===== config.mk =====
export PLATFORM = sky130hd
export DESIGN_NAME = quadrature_speed_pi_controller
export DESIGN_NICKNAME = d
export VERILOG_FILES = /design/src/rtl/core/qspc_pkg.sv /design/src/rtl/core/qspc_front.sv /design/src/rtl/core/qspc_fifo.sv /design/src/rtl/core/qspc_back.sv /design/src/rtl/core/quadrature_speed_pi_controller.sv
export SDC_FILE = /design/constraint.sdc
export NUM_CORES = 2
export LEC_CHECK = 0
export BUFFER_PORTS_ARGS = -buffer_cell sky130_fd_sc_hd__buf_4
export CAP_MARGIN = 20
export CORE_MARGIN = 5
export CORE_UTILIZATION = 65
export CTS_CLUSTER_SIZE = 20
export DETAILED_ROUTE_END_ITERATION = 12
export GPL_TIMING_DRIVEN = 0
export PLACE_DENSITY = 0.86
export SYNTH_ARGS = -nofsm -noshare
export SYNTH_HDL_FRONTEND = slang
export SYNTH_SLANG_ARGS = --single-unit

===== constraint.sdc =====
create_clock -name clk -period 22.4 [get_ports clk]
set_input_delay 3.36 -clock clk [delete_from_list [all_inputs] [get_ports clk]]
set_output_delay 3.36 -clock clk [all_outputs]
set_load 0.03 [all_outputs]

===== src/rtl/core/qspc_pkg.sv =====
// qspc_pkg: shared types, constants and the quadrature step table for the
// quadrature speed PI controller. No dependencies.
package qspc_pkg;

  localparam int QUEUE_DEPTH_DEF = 4;

  localparam int KP_W       = 8;
  localparam int KI_W       = 16;
  localparam int LIMIT_W    = 20;
  localparam int CFG_W      = 20;
  localparam int CFG_IDX_W  = 2;
  localparam int INTEG_W    = 21;
  localparam int SETPOINT_W = 16;
  localparam int WORD_W     = 32;
  localparam int ITERM_W    = 27;
  localparam int FAULT_W    = 16;
  localparam int DUTY_W     = 8;
  localparam int IN_DATA_W  = 24;
  localparam int OUT_DATA_W = 184;

  // I term divide by 1000: the 37-bit magnitude is shifted right by 3, then
  // divided by 125 with a reciprocal multiply, exact for magnitudes below 2^37
  localparam int     DIV_W       = 37;
  localparam int     DIV_SHIFT   = 3;
  localparam int     RECIP_IN_W  = DIV_W - DIV_SHIFT;
  localparam int     HALF_W      = RECIP_IN_W / 2;
  localparam int     RECIP_W     = 35;
  localparam longint RECIP       = 64'sd17592186045;  // ceil(2^41 / 125)
  localparam int     RECIP_SHIFT = 41;
  localparam int     QUOT_W      = RECIP_IN_W + RECIP_W - RECIP_SHIFT;

  localparam logic OP_PIN  = 1'b0;
  localparam logic OP_TICK = 1'b1;

  typedef enum logic [CFG_IDX_W-1:0] {
    REG_KP    = 2'd0,
    REG_KI    = 2'd1,
    REG_LIMIT = 2'd2
  } reg_index_t;

  typedef enum logic [1:0] {
    STEP_HOLD,
    STEP_UP,
    STEP_DOWN,
    STEP_BAD
  } step_t;

  typedef enum logic [2:0] {
    ST_IDLE,
    ST_INTEG,
    ST_MUL,
    ST_ABS,
    ST_DIV,
    ST_SUM,
    ST_ITERM,
    ST_OUT
  } back_state_t;

  typedef struct packed {
    logic [KP_W-1:0]    kp;
    logic [KI_W-1:0]    ki_times_period;
    logic [LIMIT_W-1:0] integrator_limit;
  } cfg_t;

  // One tick as classified by the front end
  typedef struct packed {
    logic [WORD_W-1:0]  speed_error;
    logic [WORD_W-1:0]  speed;
    logic [WORD_W-1:0]  position;
    logic [FAULT_W-1:0] fault_count;
  } tick_rec_t;

  // Result word, duty in the lowest bits
  typedef struct packed {
    logic [FAULT_W-1:0] fault_count;
    logic [WORD_W-1:0]  speed;
    logic [WORD_W-1:0]  position;
    logic [ITERM_W-1:0] i_term;
    logic [WORD_W-1:0]  p_term;
    logic [WORD_W-1:0]  speed_error;
    logic [DUTY_W-1:0]  duty;
  } result_t;

  // index = {last B, last A, cur B, cur A}
  function automatic step_t step_lookup(input logic [3:0] idx);
    step_t s;
    case (idx)
      4'd1, 4'd7, 4'd8, 4'd14:  s = STEP_DOWN;
      4'd2, 4'd4, 4'd11, 4'd13: s = STEP_UP;
      4'd3, 4'd6, 4'd9, 4'd12:  s = STEP_BAD;
      default:                  s = STEP_HOLD;
    endcase
    return s;
  endfunction

endpackage


===== src/rtl/core/qspc_front.sv =====
// qspc_front: accepts input words, decodes encoder pins, classifies ticks.
// Depends on qspc_pkg.
module qspc_front (
  input  logic                                clk,
  input  logic                                rst,
  input  logic                                s_tvalid,
  output logic                                s_tready,
  input  logic [qspc_pkg::IN_DATA_W-1:0]      s_tdata,  // pin_a, pin_b, setpoint[15:0], pad
  input  logic                                s_tuser,  // opcode
  input  logic                                full,
  output logic                                push,
  output qspc_pkg::tick_rec_t                 push_rec
);
  import qspc_pkg::*;

  logic [1:0]         last_pins;
  logic [WORD_W-1:0]  edge_position;
  logic [WORD_W-1:0]  position_at_last_tick;
  logic [FAULT_W-1:0] invalid_count;

  logic               accept;
  logic [1:0]         cur_pins;
  step_t              step;
  logic [WORD_W-1:0]  speed;

  assign s_tready = !full;
  assign accept   = s_tvalid && s_tready;
  assign cur_pins = s_tdata[1:0];
  assign step     = step_lookup({last_pins, cur_pins});
  assign speed    = edge_position - position_at_last_tick;
  assign push     = accept && (s_tuser == OP_TICK);

  always_comb begin
    push_rec.speed       = speed;
    push_rec.speed_error = {{(WORD_W-SETPOINT_W){1'b0}}, s_tdata[SETPOINT_W+1:2]} - speed;
    push_rec.position    = edge_position;
    push_rec.fault_count = invalid_count;
  end

  always_ff @(posedge clk) begin
    if (rst) begin
      last_pins             <= '0;
      edge_position         <= '0;
      position_at_last_tick <= '0;
      invalid_count         <= '0;
    end else if (accept) begin
      if (s_tuser == OP_PIN) begin
        last_pins <= cur_pins;
        case (step)
          STEP_UP:   edge_position <= edge_position + WORD_W'(1);
          STEP_DOWN: edge_position <= edge_position - WORD_W'(1);
          STEP_BAD:  invalid_count <= invalid_count + FAULT_W'(1);
          default:   ;
        endcase
      end else begin
        position_at_last_tick <= edge_position;
      end
    end
  end

endmodule


===== src/rtl/core/qspc_fifo.sv =====
// qspc_fifo: short queue of tick records between front and back end.
// Depends on qspc_pkg.
module qspc_fifo #(
  parameter int DEPTH = qspc_pkg::QUEUE_DEPTH_DEF
) (
  input  logic                clk,
  input  logic                rst,
  input  logic                push,
  input  qspc_pkg::tick_rec_t push_data,
  output logic                full,
  input  logic                pop,
  output qspc_pkg::tick_rec_t pop_data,
  output logic                empty
);
  import qspc_pkg::*;

  localparam int PTR_W = (DEPTH > 1) ? $clog2(DEPTH) : 1;
  localparam int CNT_W = $clog2(DEPTH + 1);

  tick_rec_t        mem [DEPTH];
  logic [PTR_W-1:0] wr_ptr;
  logic [PTR_W-1:0] rd_ptr;
  logic [CNT_W-1:0] count;

  assign full     = (count == CNT_W'(DEPTH));
  assign empty    = (count == '0);
  assign pop_data = mem[rd_ptr];

  always_ff @(posedge clk) begin
    if (push) mem[wr_ptr] <= push_data;
  end

  always_ff @(posedge clk) begin
    if (rst) begin
      wr_ptr <= '0;
      rd_ptr <= '0;
      count  <= '0;
    end else begin
      if (push)
        wr_ptr <= (wr_ptr == PTR_W'(DEPTH - 1)) ? '0 : wr_ptr + PTR_W'(1);
      if (pop)
        rd_ptr <= (rd_ptr == PTR_W'(DEPTH - 1)) ? '0 : rd_ptr + PTR_W'(1);
      if (push && !pop)
        count <= count + CNT_W'(1);
      else if (pop && !push)
        count <= count - CNT_W'(1);
    end
  end

endmodule


===== src/rtl/core/qspc_back.sv =====
// qspc_back: PI step sequencer (integrator, P/I multiplies, divide by 1000,
// duty clamp) and the output register. Depends on qspc_pkg.
module qspc_back (
  input  logic                                 clk,
  input  logic                                 rst,
  input  qspc_pkg::cfg_t                       cfg,
  input  logic                                 empty,
  input  qspc_pkg::tick_rec_t                  pop_data,
  output logic                                 pop,
  output logic                                 m_tvalid,
  input  logic                                 m_tready,
  output logic [qspc_pkg::OUT_DATA_W-1:0]      m_tdata
);
  import qspc_pkg::*;

  localparam int PPROD_W = WORD_W + KP_W + 1;
  localparam int IPROD_W = INTEG_W + KI_W + 1;
  localparam int SUM_W   = WORD_W + 1;
  localparam int PP_W    = HALF_W + RECIP_W;
  localparam int RPROD_W = RECIP_IN_W + RECIP_W;
  localparam int QS_W    = QUOT_W + 1;

  localparam logic signed [PPROD_W-1:0] P_MAX = PPROD_W'(64'sd2147483647);
  localparam logic signed [PPROD_W-1:0] P_MIN = PPROD_W'(-64'sd2147483648);
  localparam logic signed [QS_W-1:0]    I_MAX = QS_W'(64'sd67108863);
  localparam logic signed [QS_W-1:0]    I_MIN = QS_W'(-64'sd67108864);
  localparam logic [PP_W-1:0]           RECIP_C = PP_W'(RECIP);

  back_state_t state, state_next;

  tick_rec_t                  rec;
  logic signed [INTEG_W-1:0]  integral;
  logic signed [PPROD_W-1:0]  p_prod;
  logic signed [WORD_W-1:0]   p_sat;
  logic signed [IPROD_W-1:0]  i_prod;
  logic                       i_neg;
  logic [RECIP_IN_W-1:0]      i_mag;
  logic [PP_W-1:0]            pp_lo;
  logic [PP_W-1:0]            pp_hi;
  logic [QUOT_W-1:0]          quot;
  logic signed [ITERM_W-1:0]  i_term;
  logic                       out_load;

  logic signed [SUM_W-1:0]    integ_sum;
  logic signed [SUM_W-1:0]    lim_pos;
  logic signed [SUM_W-1:0]    lim_neg;
  logic signed [IPROD_W-1:0]  i_abs;
  logic [RPROD_W-1:0]         r_prod;
  logic signed [QS_W-1:0]     q_signed;
  logic signed [SUM_W-1:0]    duty_sum;
  logic [DUTY_W-1:0]          duty;
  result_t                    result;

  always_comb begin
    integ_sum = {{(SUM_W-INTEG_W){integral[INTEG_W-1]}}, integral}
              + {rec.speed_error[WORD_W-1], rec.speed_error};
    lim_pos   = {{(SUM_W-LIMIT_W){1'b0}}, cfg.integrator_limit};
    lim_neg   = -lim_pos;
    i_abs     = i_prod[IPROD_W-1] ? -i_prod : i_prod;
    // magnitude / 8 times the reciprocal of 125, from the two partial products
    r_prod    = {pp_hi, {HALF_W{1'b0}}} + {{(RPROD_W-PP_W){1'b0}}, pp_lo};
    q_signed  = i_neg ? -$signed({1'b0, quot}) : $signed({1'b0, quot});
    duty_sum  = {p_sat[WORD_W-1], p_sat} + {{(SUM_W-ITERM_W){i_term[ITERM_W-1]}}, i_term};
    if (duty_sum < 0)
      duty = '0;
    else if (duty_sum > SUM_W'(255))
      duty = '1;
    else
      duty = duty_sum[DUTY_W-1:0];
  end

  always_comb begin
    result.duty        = duty;
    result.speed_error = rec.speed_error;
    result.p_term      = p_sat;
    result.i_term      = i_term;
    result.position    = rec.position;
    result.speed       = rec.speed;
    result.fault_count = rec.fault_count;
  end

  // next state
  always_comb begin
    state_next = state;
    unique case (state)
      ST_IDLE:  if (!empty) state_next = ST_INTEG;
      ST_INTEG: state_next = ST_MUL;
      ST_MUL:   state_next = ST_ABS;
      ST_ABS:   state_next = ST_DIV;
      ST_DIV:   state_next = ST_SUM;
      ST_SUM:   state_next = ST_ITERM;
      ST_ITERM: state_next = ST_OUT;
      ST_OUT:   if (!m_tvalid || m_tready) state_next = ST_IDLE;
      default:  state_next = ST_IDLE;
    endcase
  end

  // FSM outputs
  always_comb begin
    pop      = 1'b0;
    out_load = 1'b0;
    unique case (state)
      ST_IDLE: pop      = !empty;
      ST_OUT:  out_load = !m_tvalid || m_tready;
      default: ;
    endcase
  end

  always_ff @(posedge clk) begin
    if (rst) begin
      state    <= ST_IDLE;
      integral <= '0;
      m_tvalid <= 1'b0;
    end else begin
      state <= state_next;
      if (state == ST_INTEG) begin
        if (integ_sum > lim_pos)
          integral <= lim_pos[INTEG_W-1:0];
        else if (integ_sum < lim_neg)
          integral <= lim_neg[INTEG_W-1:0];
        else
          integral <= integ_sum[INTEG_W-1:0];
      end
      if (out_load)
        m_tvalid <= 1'b1;
      else if (m_tready)
        m_tvalid <= 1'b0;
    end
  end

  // datapath
  always_ff @(posedge clk) begin
    if (pop) rec <= pop_data;
    case (state)
      ST_INTEG: p_prod <= $signed(rec.speed_error) * $signed({1'b0, cfg.kp});
      ST_MUL: begin
        i_prod <= integral * $signed({1'b0, cfg.ki_times_period});
        if (p_prod > P_MAX)
          p_sat <= P_MAX[WORD_W-1:0];
        else if (p_prod < P_MIN)
          p_sat <= P_MIN[WORD_W-1:0];
        else
          p_sat <= p_prod[WORD_W-1:0];
      end
      ST_ABS: begin
        i_neg <= i_prod[IPROD_W-1];
        i_mag <= i_abs[DIV_W-1:DIV_SHIFT];
      end
      ST_DIV: begin
        pp_lo <= PP_W'(i_mag[HALF_W-1:0]) * RECIP_C;
        pp_hi <= PP_W'(i_mag[RECIP_IN_W-1:HALF_W]) * RECIP_C;
      end
      ST_SUM: quot <= r_prod[RPROD_W-1:RECIP_SHIFT];
      ST_ITERM: begin
        if (q_signed > I_MAX)
          i_term <= I_MAX[ITERM_W-1:0];
        else if (q_signed < I_MIN)
          i_term <= I_MIN[ITERM_W-1:0];
        else
          i_term <= q_signed[ITERM_W-1:0];
      end
      default: ;
    endcase
    if (out_load) m_tdata <= {{(OUT_DATA_W-$bits(result_t)){1'b0}}, result};
  end

endmodule


===== src/rtl/core/quadrature_speed_pi_controller.sv =====
// quadrature_speed_pi_controller: top level; configuration registers and
// the front end, tick queue and PI back end. Depends on qspc_pkg.
//
// Takes one input word per clock while s_tready is high. A pin sample
// (tuser = 0) updates the quadrature position and fault count in the
// cycle it is accepted and gives no result. A control tick (tuser = 1)
// snapshots speed, error, position and fault count in the front end and
// enters a QUEUE_DEPTH deep queue; s_tready drops only while that queue
// is full. The back end takes one tick at a time: integrator clamp, the
// P and I multiplies, a divide of the I product by 1000 as a shift and a
// reciprocal multiply, and the duty clamp. It takes no new tick until the
// result is loaded into the output register, which waits while a held
// result is stalled. The result sits in the output register while the
// back end starts on the next tick.
// Configuration writes (cfg_we, cfg_index, cfg_data) take effect at the
// next clock edge; an index of 3 is ignored.
module quadrature_speed_pi_controller #(
  parameter int QUEUE_DEPTH = qspc_pkg::QUEUE_DEPTH_DEF
) (
  input  logic                                clk,
  input  logic                                rst,
  input  logic                                s_tvalid,
  output logic                                s_tready,
  // pin_a [0], pin_b [1], setpoint [17:2], zero pad [23:18]
  input  logic [qspc_pkg::IN_DATA_W-1:0]      s_tdata,
  // opcode: 0 pin sample, 1 control tick
  input  logic                                s_tuser,
  output logic                                m_tvalid,
  input  logic                                m_tready,
  // duty [7:0], speed_error [39:8], p_term [71:40], i_term [98:72],
  // position [130:99], speed [162:131], fault_count [178:163], zero pad
  output logic [qspc_pkg::OUT_DATA_W-1:0]     m_tdata,
  input  logic                                cfg_we,
  input  logic [qspc_pkg::CFG_IDX_W-1:0]      cfg_index,
  input  logic [qspc_pkg::CFG_W-1:0]          cfg_data
);
  import qspc_pkg::*;

  cfg_t      cfg;
  logic      full;
  logic      empty;
  logic      push;
  logic      pop;
  tick_rec_t push_rec;
  tick_rec_t pop_rec;

  // register file; reset values match the controller defaults
  always_ff @(posedge clk) begin
    if (rst) begin
      cfg.kp               <= KP_W'(1);
      cfg.ki_times_period  <= KI_W'(240);
      cfg.integrator_limit <= LIMIT_W'(900);
    end else if (cfg_we) begin
      case (cfg_index)
        REG_KP:    cfg.kp               <= cfg_data[KP_W-1:0];
        REG_KI:    cfg.ki_times_period  <= cfg_data[KI_W-1:0];
        REG_LIMIT: cfg.integrator_limit <= cfg_data[LIMIT_W-1:0];
        default:   ;
      endcase
    end
  end

  qspc_front u_front (
    .clk      (clk),
    .rst      (rst),
    .s_tvalid (s_tvalid),
    .s_tready (s_tready),
    .s_tdata  (s_tdata),
    .s_tuser  (s_tuser),
    .full     (full),
    .push     (push),
    .push_rec (push_rec)
  );

  qspc_fifo #(
    .DEPTH (QUEUE_DEPTH)
  ) u_fifo (
    .clk       (clk),
    .rst       (rst),
    .push      (push),
    .push_data (push_rec),
    .full      (full),
    .pop       (pop),
    .pop_data  (pop_rec),
    .empty     (empty)
  );

  qspc_back u_back (
    .clk      (clk),
    .rst      (rst),
    .cfg      (cfg),
    .empty    (empty),
    .pop_data (pop_rec),
    .pop      (pop),
    .m_tvalid (m_tvalid),
    .m_tready (m_tready),
    .m_tdata  (m_tdata)
  );

endmodule


After elaboration in Yosys (flattened, before gate mapping)
Memory sizes are Yosys's and may differ from the RTL's. A register that Yosys moved wholly into a read port is not among the register bits.
Cells that the tools add are included.
Word-level totals
  flip-flop bits (word level): 642
  latch bits: 0
  bits in writable memories: 448
  bits in read-only memories: 32
  bits of input ports: 52
  output and inout bits: 186
  word-level logic and storage cells: 116
  memories: 2
Memory list
  u_fifo.mem: words 4, width 112, read ports 1, clocked after memory_dff 1, write ports 1, RTL line qspc_fifo.sv:20  | tick_rec_t mem [DEPTH];
  (no name shown): words 16, width 2, read ports 1, clocked after memory_dff 0, write ports 0, RTL line qspc_pkg.sv:87  | case (idx)
Operators by class
  add/sub/neg operators: 15
  multipliers: 4
  div/mod/pow operators: 0
  $lt $le $gt $ge: 8
  equal/unequal tests: 17
  shifts and indexed selects: 0
  mux-type cells: 21
  bitwise gates (word level): 1
  reduce and logical (&&, ||, !) cells: 24
Operator list (number)
  multiplier 17 x 35 -> 52 bit, second input constant: 2
  adder 69 x 52 -> 69 bit: 1
  case mux 32 bit (2 select lines): 1
  2-to-1 mux 21 bit: 2
  greater-than comparator 41 x 32 -> 1 bit, second input constant: 1
  < comparator 41 x 32 -> 1 bit, second input constant: 1
  multiplier 32 x 9 -> 41 bit: 1
  multiplier 21 x 17 -> 38 bit: 1
  2-to-1 mux 37 bit: 1
  negation 37 bit: 1
  adder 21 x 32 -> 33 bit: 1
  adder 32 x 27 -> 33 bit: 1
  greater-than comparator 33 x 21 -> 1 bit: 1
  greater-than comparator 33 x 9 -> 1 bit, second input constant: 1
  < comparator 33 x 1 -> 1 bit, second input constant: 1
  < comparator 33 bit: 1
  negation 20 -> 33 bit: 1
  adder 32 x 1 -> 32 bit, second input constant: 1
  2-to-1 mux 32 bit: 1
  subtractor 16 x 32 -> 32 bit: 1
  subtractor 32 x 1 -> 32 bit, second input constant: 1
  subtractor 32 bit: 1
  greater-than comparator 29 x 27 -> 1 bit, second input constant: 1
  < comparator 29 x 27 -> 1 bit, second input constant: 1
  28 further kinds: 64

Longest topological paths before layout
  depth in word-level cells: 8
  depth in mapped cells: 26

Modules after synthesis
Synthesis repeated with hierarchy kept, for this count alone.
Second synthesis, totals
  cells, all modules: 8055
  area total of the unflattened synthesis: 91607.9 um^2
Modules (own cells, without submodules)
  qspc_back: times used 1, cells each 6194, area an instance 65362.7 um^2
  qspc_fifo: times used 1, cells each 629, area an instance 16686.0 um^2
  qspc_front: times used 1, cells each 1054, area an instance 7698.6 um^2
  quadrature_speed_pi_controller: times used 1, cells each 178, area an instance 1860.5 um^2

Worst setup path after synthesis
Ideal clock, no wire load.
  path type: in2reg
  start: input m_tready
  end: register u_back.m_tdata[0] (netlist bit) (enable)
  setup time: 722 ps
  data arrival time: 10898 ps
  data required time: 21678 ps
  setup slack: 10779 ps
  cell stages on the path: 2
  buffers on the path: 0
  cells stage by stage: nor2b_1 nor2_1
Between the ends
  cells in the longest elaborated chain, start to end: 2
RTL lines
  start, declared: RTL line quadrature_speed_pi_controller.sv:29  | input logic m_tready,
  logical OR 1 bit: RTL line qspc_back.sv:104  | ST_OUT: out_load = !m_tvalid || m_tready;
  2-to-1 mux 1 bit: RTL line qspc_back.sv:102  | unique case (state)
  net u_back.out_load: RTL line qspc_back.sv:42  | logic out_load;
  end signal, assigned: RTL line qspc_back.sv:164  | if (out_load) m_tdata <= {{(OUT_DATA_W-$bits(result_t)){1'b0}}, result};
  end, declared: RTL line qspc_back.sv:12  | output logic [qspc_pkg::OUT_DATA_W-1:0] m_tdata
The timed path passes the listed nets, and every way through them passes these cells.
A chain may end at the register's enable or synchronous reset.

Worst setup path in the final report
  start: register u_back.integral[8]
  end: register u_back.i_prod[36], data pin
Between the ends
  cells in the longest elaborated chain, start to end: 1
RTL lines
  start, declared: RTL line qspc_back.sv:32  | logic signed [INTEG_W-1:0] integral;
  start signal, assigned: RTL line qspc_back.sv:118  | integral <= lim_pos[INTEG_W-1:0];
  start signal, assigned: RTL line qspc_back.sv:120  | integral <= lim_neg[INTEG_W-1:0];
  start signal, assigned: RTL line qspc_back.sv:122  | integral <= integ_sum[INTEG_W-1:0];
  multiplier 21 x 17 -> 38 bit: RTL line qspc_back.sv:137  | i_prod <= integral * $signed({1'b0, cfg.ki_times_period});
  end signal, assigned: RTL line qspc_back.sv:137
  end, declared: RTL line qspc_back.sv:35  | logic signed [IPROD_W-1:0] i_prod;
Every way passes these cells.

==> impl_results.md <==
- Outcome: finished clean
- DR pass1 iterations: 7
- Final min period: 8.25 ns
- Total track usage: 0.326
- Initial antenna violation count: 21
- Crit path cell chain: clkbuf_1 > nand2_1 > fa_1 > fa_1 > fa_1 > fa_1 > inv_1 > fa_1 > inv_1 > fa_1 > inv_1 > ha_1 > nand3_1 > a2111oi_0 > nor3_1 > o21ai_0 > a21oi_1 > a211o_1 > o21ai_0 > a221o_1 > a21oi_1 > xnor2_1
- CTS tree: built
- # DRC: 0
- First-pass GRT wire length: approximately 370000 µm
- Hold bufs inserted after CTS: 0
- Routed vias: around 62000
- Levels on crit path: 22
- Primary FF master, synth: edfxtp_1
- Detail Route met2 WL: 112000 µm
- Slew @ Worst Pin: 1.14 ns
- Clock H-tree levels: 3
- Highest routed layer: met5
- Vias in the first global route: 64500
- WL met3: 22200 µm
- Synthesis-to-layout area growth: 9.76%
- Input/output buffers: 225
- Hold Path Depth: 0
- Cells on worst reg2reg path: 22
- Most used cell, CP: fa_1
- Max Cap Violations: 0
- GRT overflow: 0
- CTS clk-pin slew, worst paths: about 0.06 ns
- CTS buffer count: 116
- Via density per instance: around 6.1
- Drt total wl: 238000 µm
- Mapped Cells: around 8000
- Worst min path class: register to register
- Critical path fanouts, max: 10
- Synthesized area: 0.0905 mm²
- Slew Limit Fails: 0
- Root buffer cell: clkbuf_16
- Core area: around 0.14 mm²
- Worst Path Required: 22.89 ns
- Nets@finish: 10100
- Met1 WL: 90900 µm
- Yosys cell types: 88
- Antenna-violating nets left: 0
- Relative slew slack: 0.238
- Clock Latency Late Sink: 0.83 ns
- Post-DP HPWL: 180000 µm
- Initial Utilization: 0.652
- Avg Cell Area, Syn: 11.4 µm²
- DIE WIDTH: 383 µm
- Die Y: 383 µm
- Unrepaired setup endpoints after global routing: false
- Row cnt: 137
- Tcrit/Tclk final: 0.368
- # resized after CTS: 0
- CP top delay family: adder cells
- Warnings from Yosys: 0
- Setup TNS Final: 0 ns
- Starting DRC count in detailed routing: 5754
- I/O pin total: 238
- Filler cell count in the final layout: 9120
- Die Area: 0.147 mm²
- Startpoint types: register
- Register area share after synthesis: 0.376
- Buf+Inv Stages, Crit Path: 4
- # setup viols final: 0
- Clock sink total: 1185
- Crit end category: register
- FMAX: 121 MHz
- Post-CTS setup buffer count: 0
- WP data arrival: 8.74 ns
- Post-synth EDFFs: 1027
- #FFs+latches synth: ~1200
- Routed len/inst: between 20 and 25 µm
- Largest net degree at the start of global routing: 76
- GPL Wtd Cong: 0.985
- CTS max path bufs: 3
- Ys async rst share: 0
- Worst setup path class: register to register
- Slowest cell on crit path: dfxtp_1
- Slowest Stage Delay on Critical Path: a little under 0.8 ns
- Layout cell share with drive strength beyond 1: 0.0731
- Endpoints failing hold: 0
- Clock skew: 0.0988 ns
==> area by class of cell <==
cell class | count | area [µm²] | area share
multi-input combinational | 5167 | 50500 | 0.508
sequential | 1185 | 34000 | 0.342
inverter | 1396 | 5250 | 0.0528
clock buffer | 134 | 3040 | 0.0306
tap | 1807 | 2260 | 0.0228
timing repair buffer | 253 | 2230 | 0.0225
clock inverter | 87 | 1210 | 0.0122
buffer | 214 | 823 | 0.00829
antenna | 13 | 32.5 | 0.000328
==> kinds of logic (layout without fill, tap and decap cells) <==
logic type	Yosys count	after routing	synth area share
simple gates	1780	1780	0.0967
buf+inv	1610	2084	0.0670
compound gates	1172	1172	0.0838
fa+ha+maj	1698	1698	0.310
xor+xnor	370	370	0.0358
mux	142	142	0.0312
other cells	1	18	0.0000414
flops	1185	1185	0.376
==> cells in the final DEF (no fill, tap or decap), drive strengths merged, types with 23 or more instances in the layout <==
master and n:
a211oi 44, a21o 124, a21oi 377, a31oi 25, and2 330, and3 27, buf 281, clkbuf 320
clkinv 42, dfxtp 158, edfxtp 1027, fa 902, ha 796, inv 1406, mux2i 29, mux4 112
nand2 690, nand2b 54, nand3 84, nand4 47, nor2 260, nor2b 55, nor3 81, nor4 31
o211ai 27, o21a 92, o21ai 217, o21bai 44, o31ai 26, or3 23, xnor2 249, xor2 121
==> path summary, 6_finish.rpt <==
| check | to | slack [ns] | startpoint |
|---|---|---|---|
| setup reg to reg | u_back.i_prod[36] | 14.15 | u_back.integral[8] |
| hold / removal | u_back.m_tdata[158] | 0.42 | u_back.rec[75] |
| hold reg to reg | u_back.m_tdata[158] | 0.42 | u_back.rec[75] |
| setup / recovery | u_back.i_prod[36] | 14.15 | u_back.integral[8] |
==> flip-flops by register name, summed over array words and instances, names as in the netlist, 34 cells and up <==
register and cells:
cfg 44, u_back.m_tdata 179, u_back.pp_lo 35, u_back.i_mag 34
u_back.p_prod 41, u_fifo.mem 448, u_back.pp_hi 52, u_back.rec 112
u_back.i_prod 38
==> through the flow <==
| step | utilization | setup WS [ns] | cell area, µm² | std cells | hold slack (ns) |
|---|---|---|---|---|---|
| after CTS | 0.715 | 14.27 | 99300 | 10200 | 0.417 |
| after detailed placement | 0.684 | 14.30 | 95000 | 10000 | 0.405 |
| after global placement | 0.680 | 6.56 | 94500 | 9994 | 0.402 |
| after global routing | 0.715 | 13.90 | 99300 | 10200 | 0.427 |
| final | 0.715 | 14.15 | 99300 | 10300 | 0.419 |
| after floorplan | - | 10.78 | 90500 | 7962 | 0.400 |
==> layer usage <==
metal / up-vias / global-route usage
li1: 27600 / -
met1: 30800 / 0.424
met2: 3209 / 0.533
met3: 735 / 0.0736
met4: 14 / 0.139
met5: - / 0
==> synth_stat cells (11+ instances only) <==
cell type  instances  area, µm²
nand2_1          690       2590
or2_2             20        125
or4_1             17        128
nand3_1           84        420
o21a_1            92        691
and4_1            12        105
a21o_1           124        931
fa_1             902      18100
nand4_1           47        294
buf_1             22       82.6
and3_1            27        169
xor2_1           121       1060
nor2b_1           55        344
o211ai_1          27        203
nor2_1           260        976
o21ai_0          212       1060
edfxtp_1        1027      30800
mux2i_1           29        290
or3_1             23        144
o311ai_0          15        131
mux4_2           112       2520
o31a_1            13        114
nand2b_1          54        338
nand3b_1          16        120
a311oi_1          11       96.3
o22ai_1           11       68.8
and2_1           330       2060
clkbuf_1         186        698
nor3_1            81        405
ha_1             796       9960
nor4_1            30        188
dfxtp_1          158       3160
xnor2_1          249       2180
a2111oi_0         12        105
a21oi_1          377       1890
o21bai_1          44        330
a211o_1           15        131
o41a_1            20        225
a211oi_1          44        330
inv_1           1396       5240
a31oi_1           25        156
o31ai_1           26        195
Power is left out: the tool's default activity adds up to more than one toggle a clock period on the data nets, which glitch-free logic cannot reach.
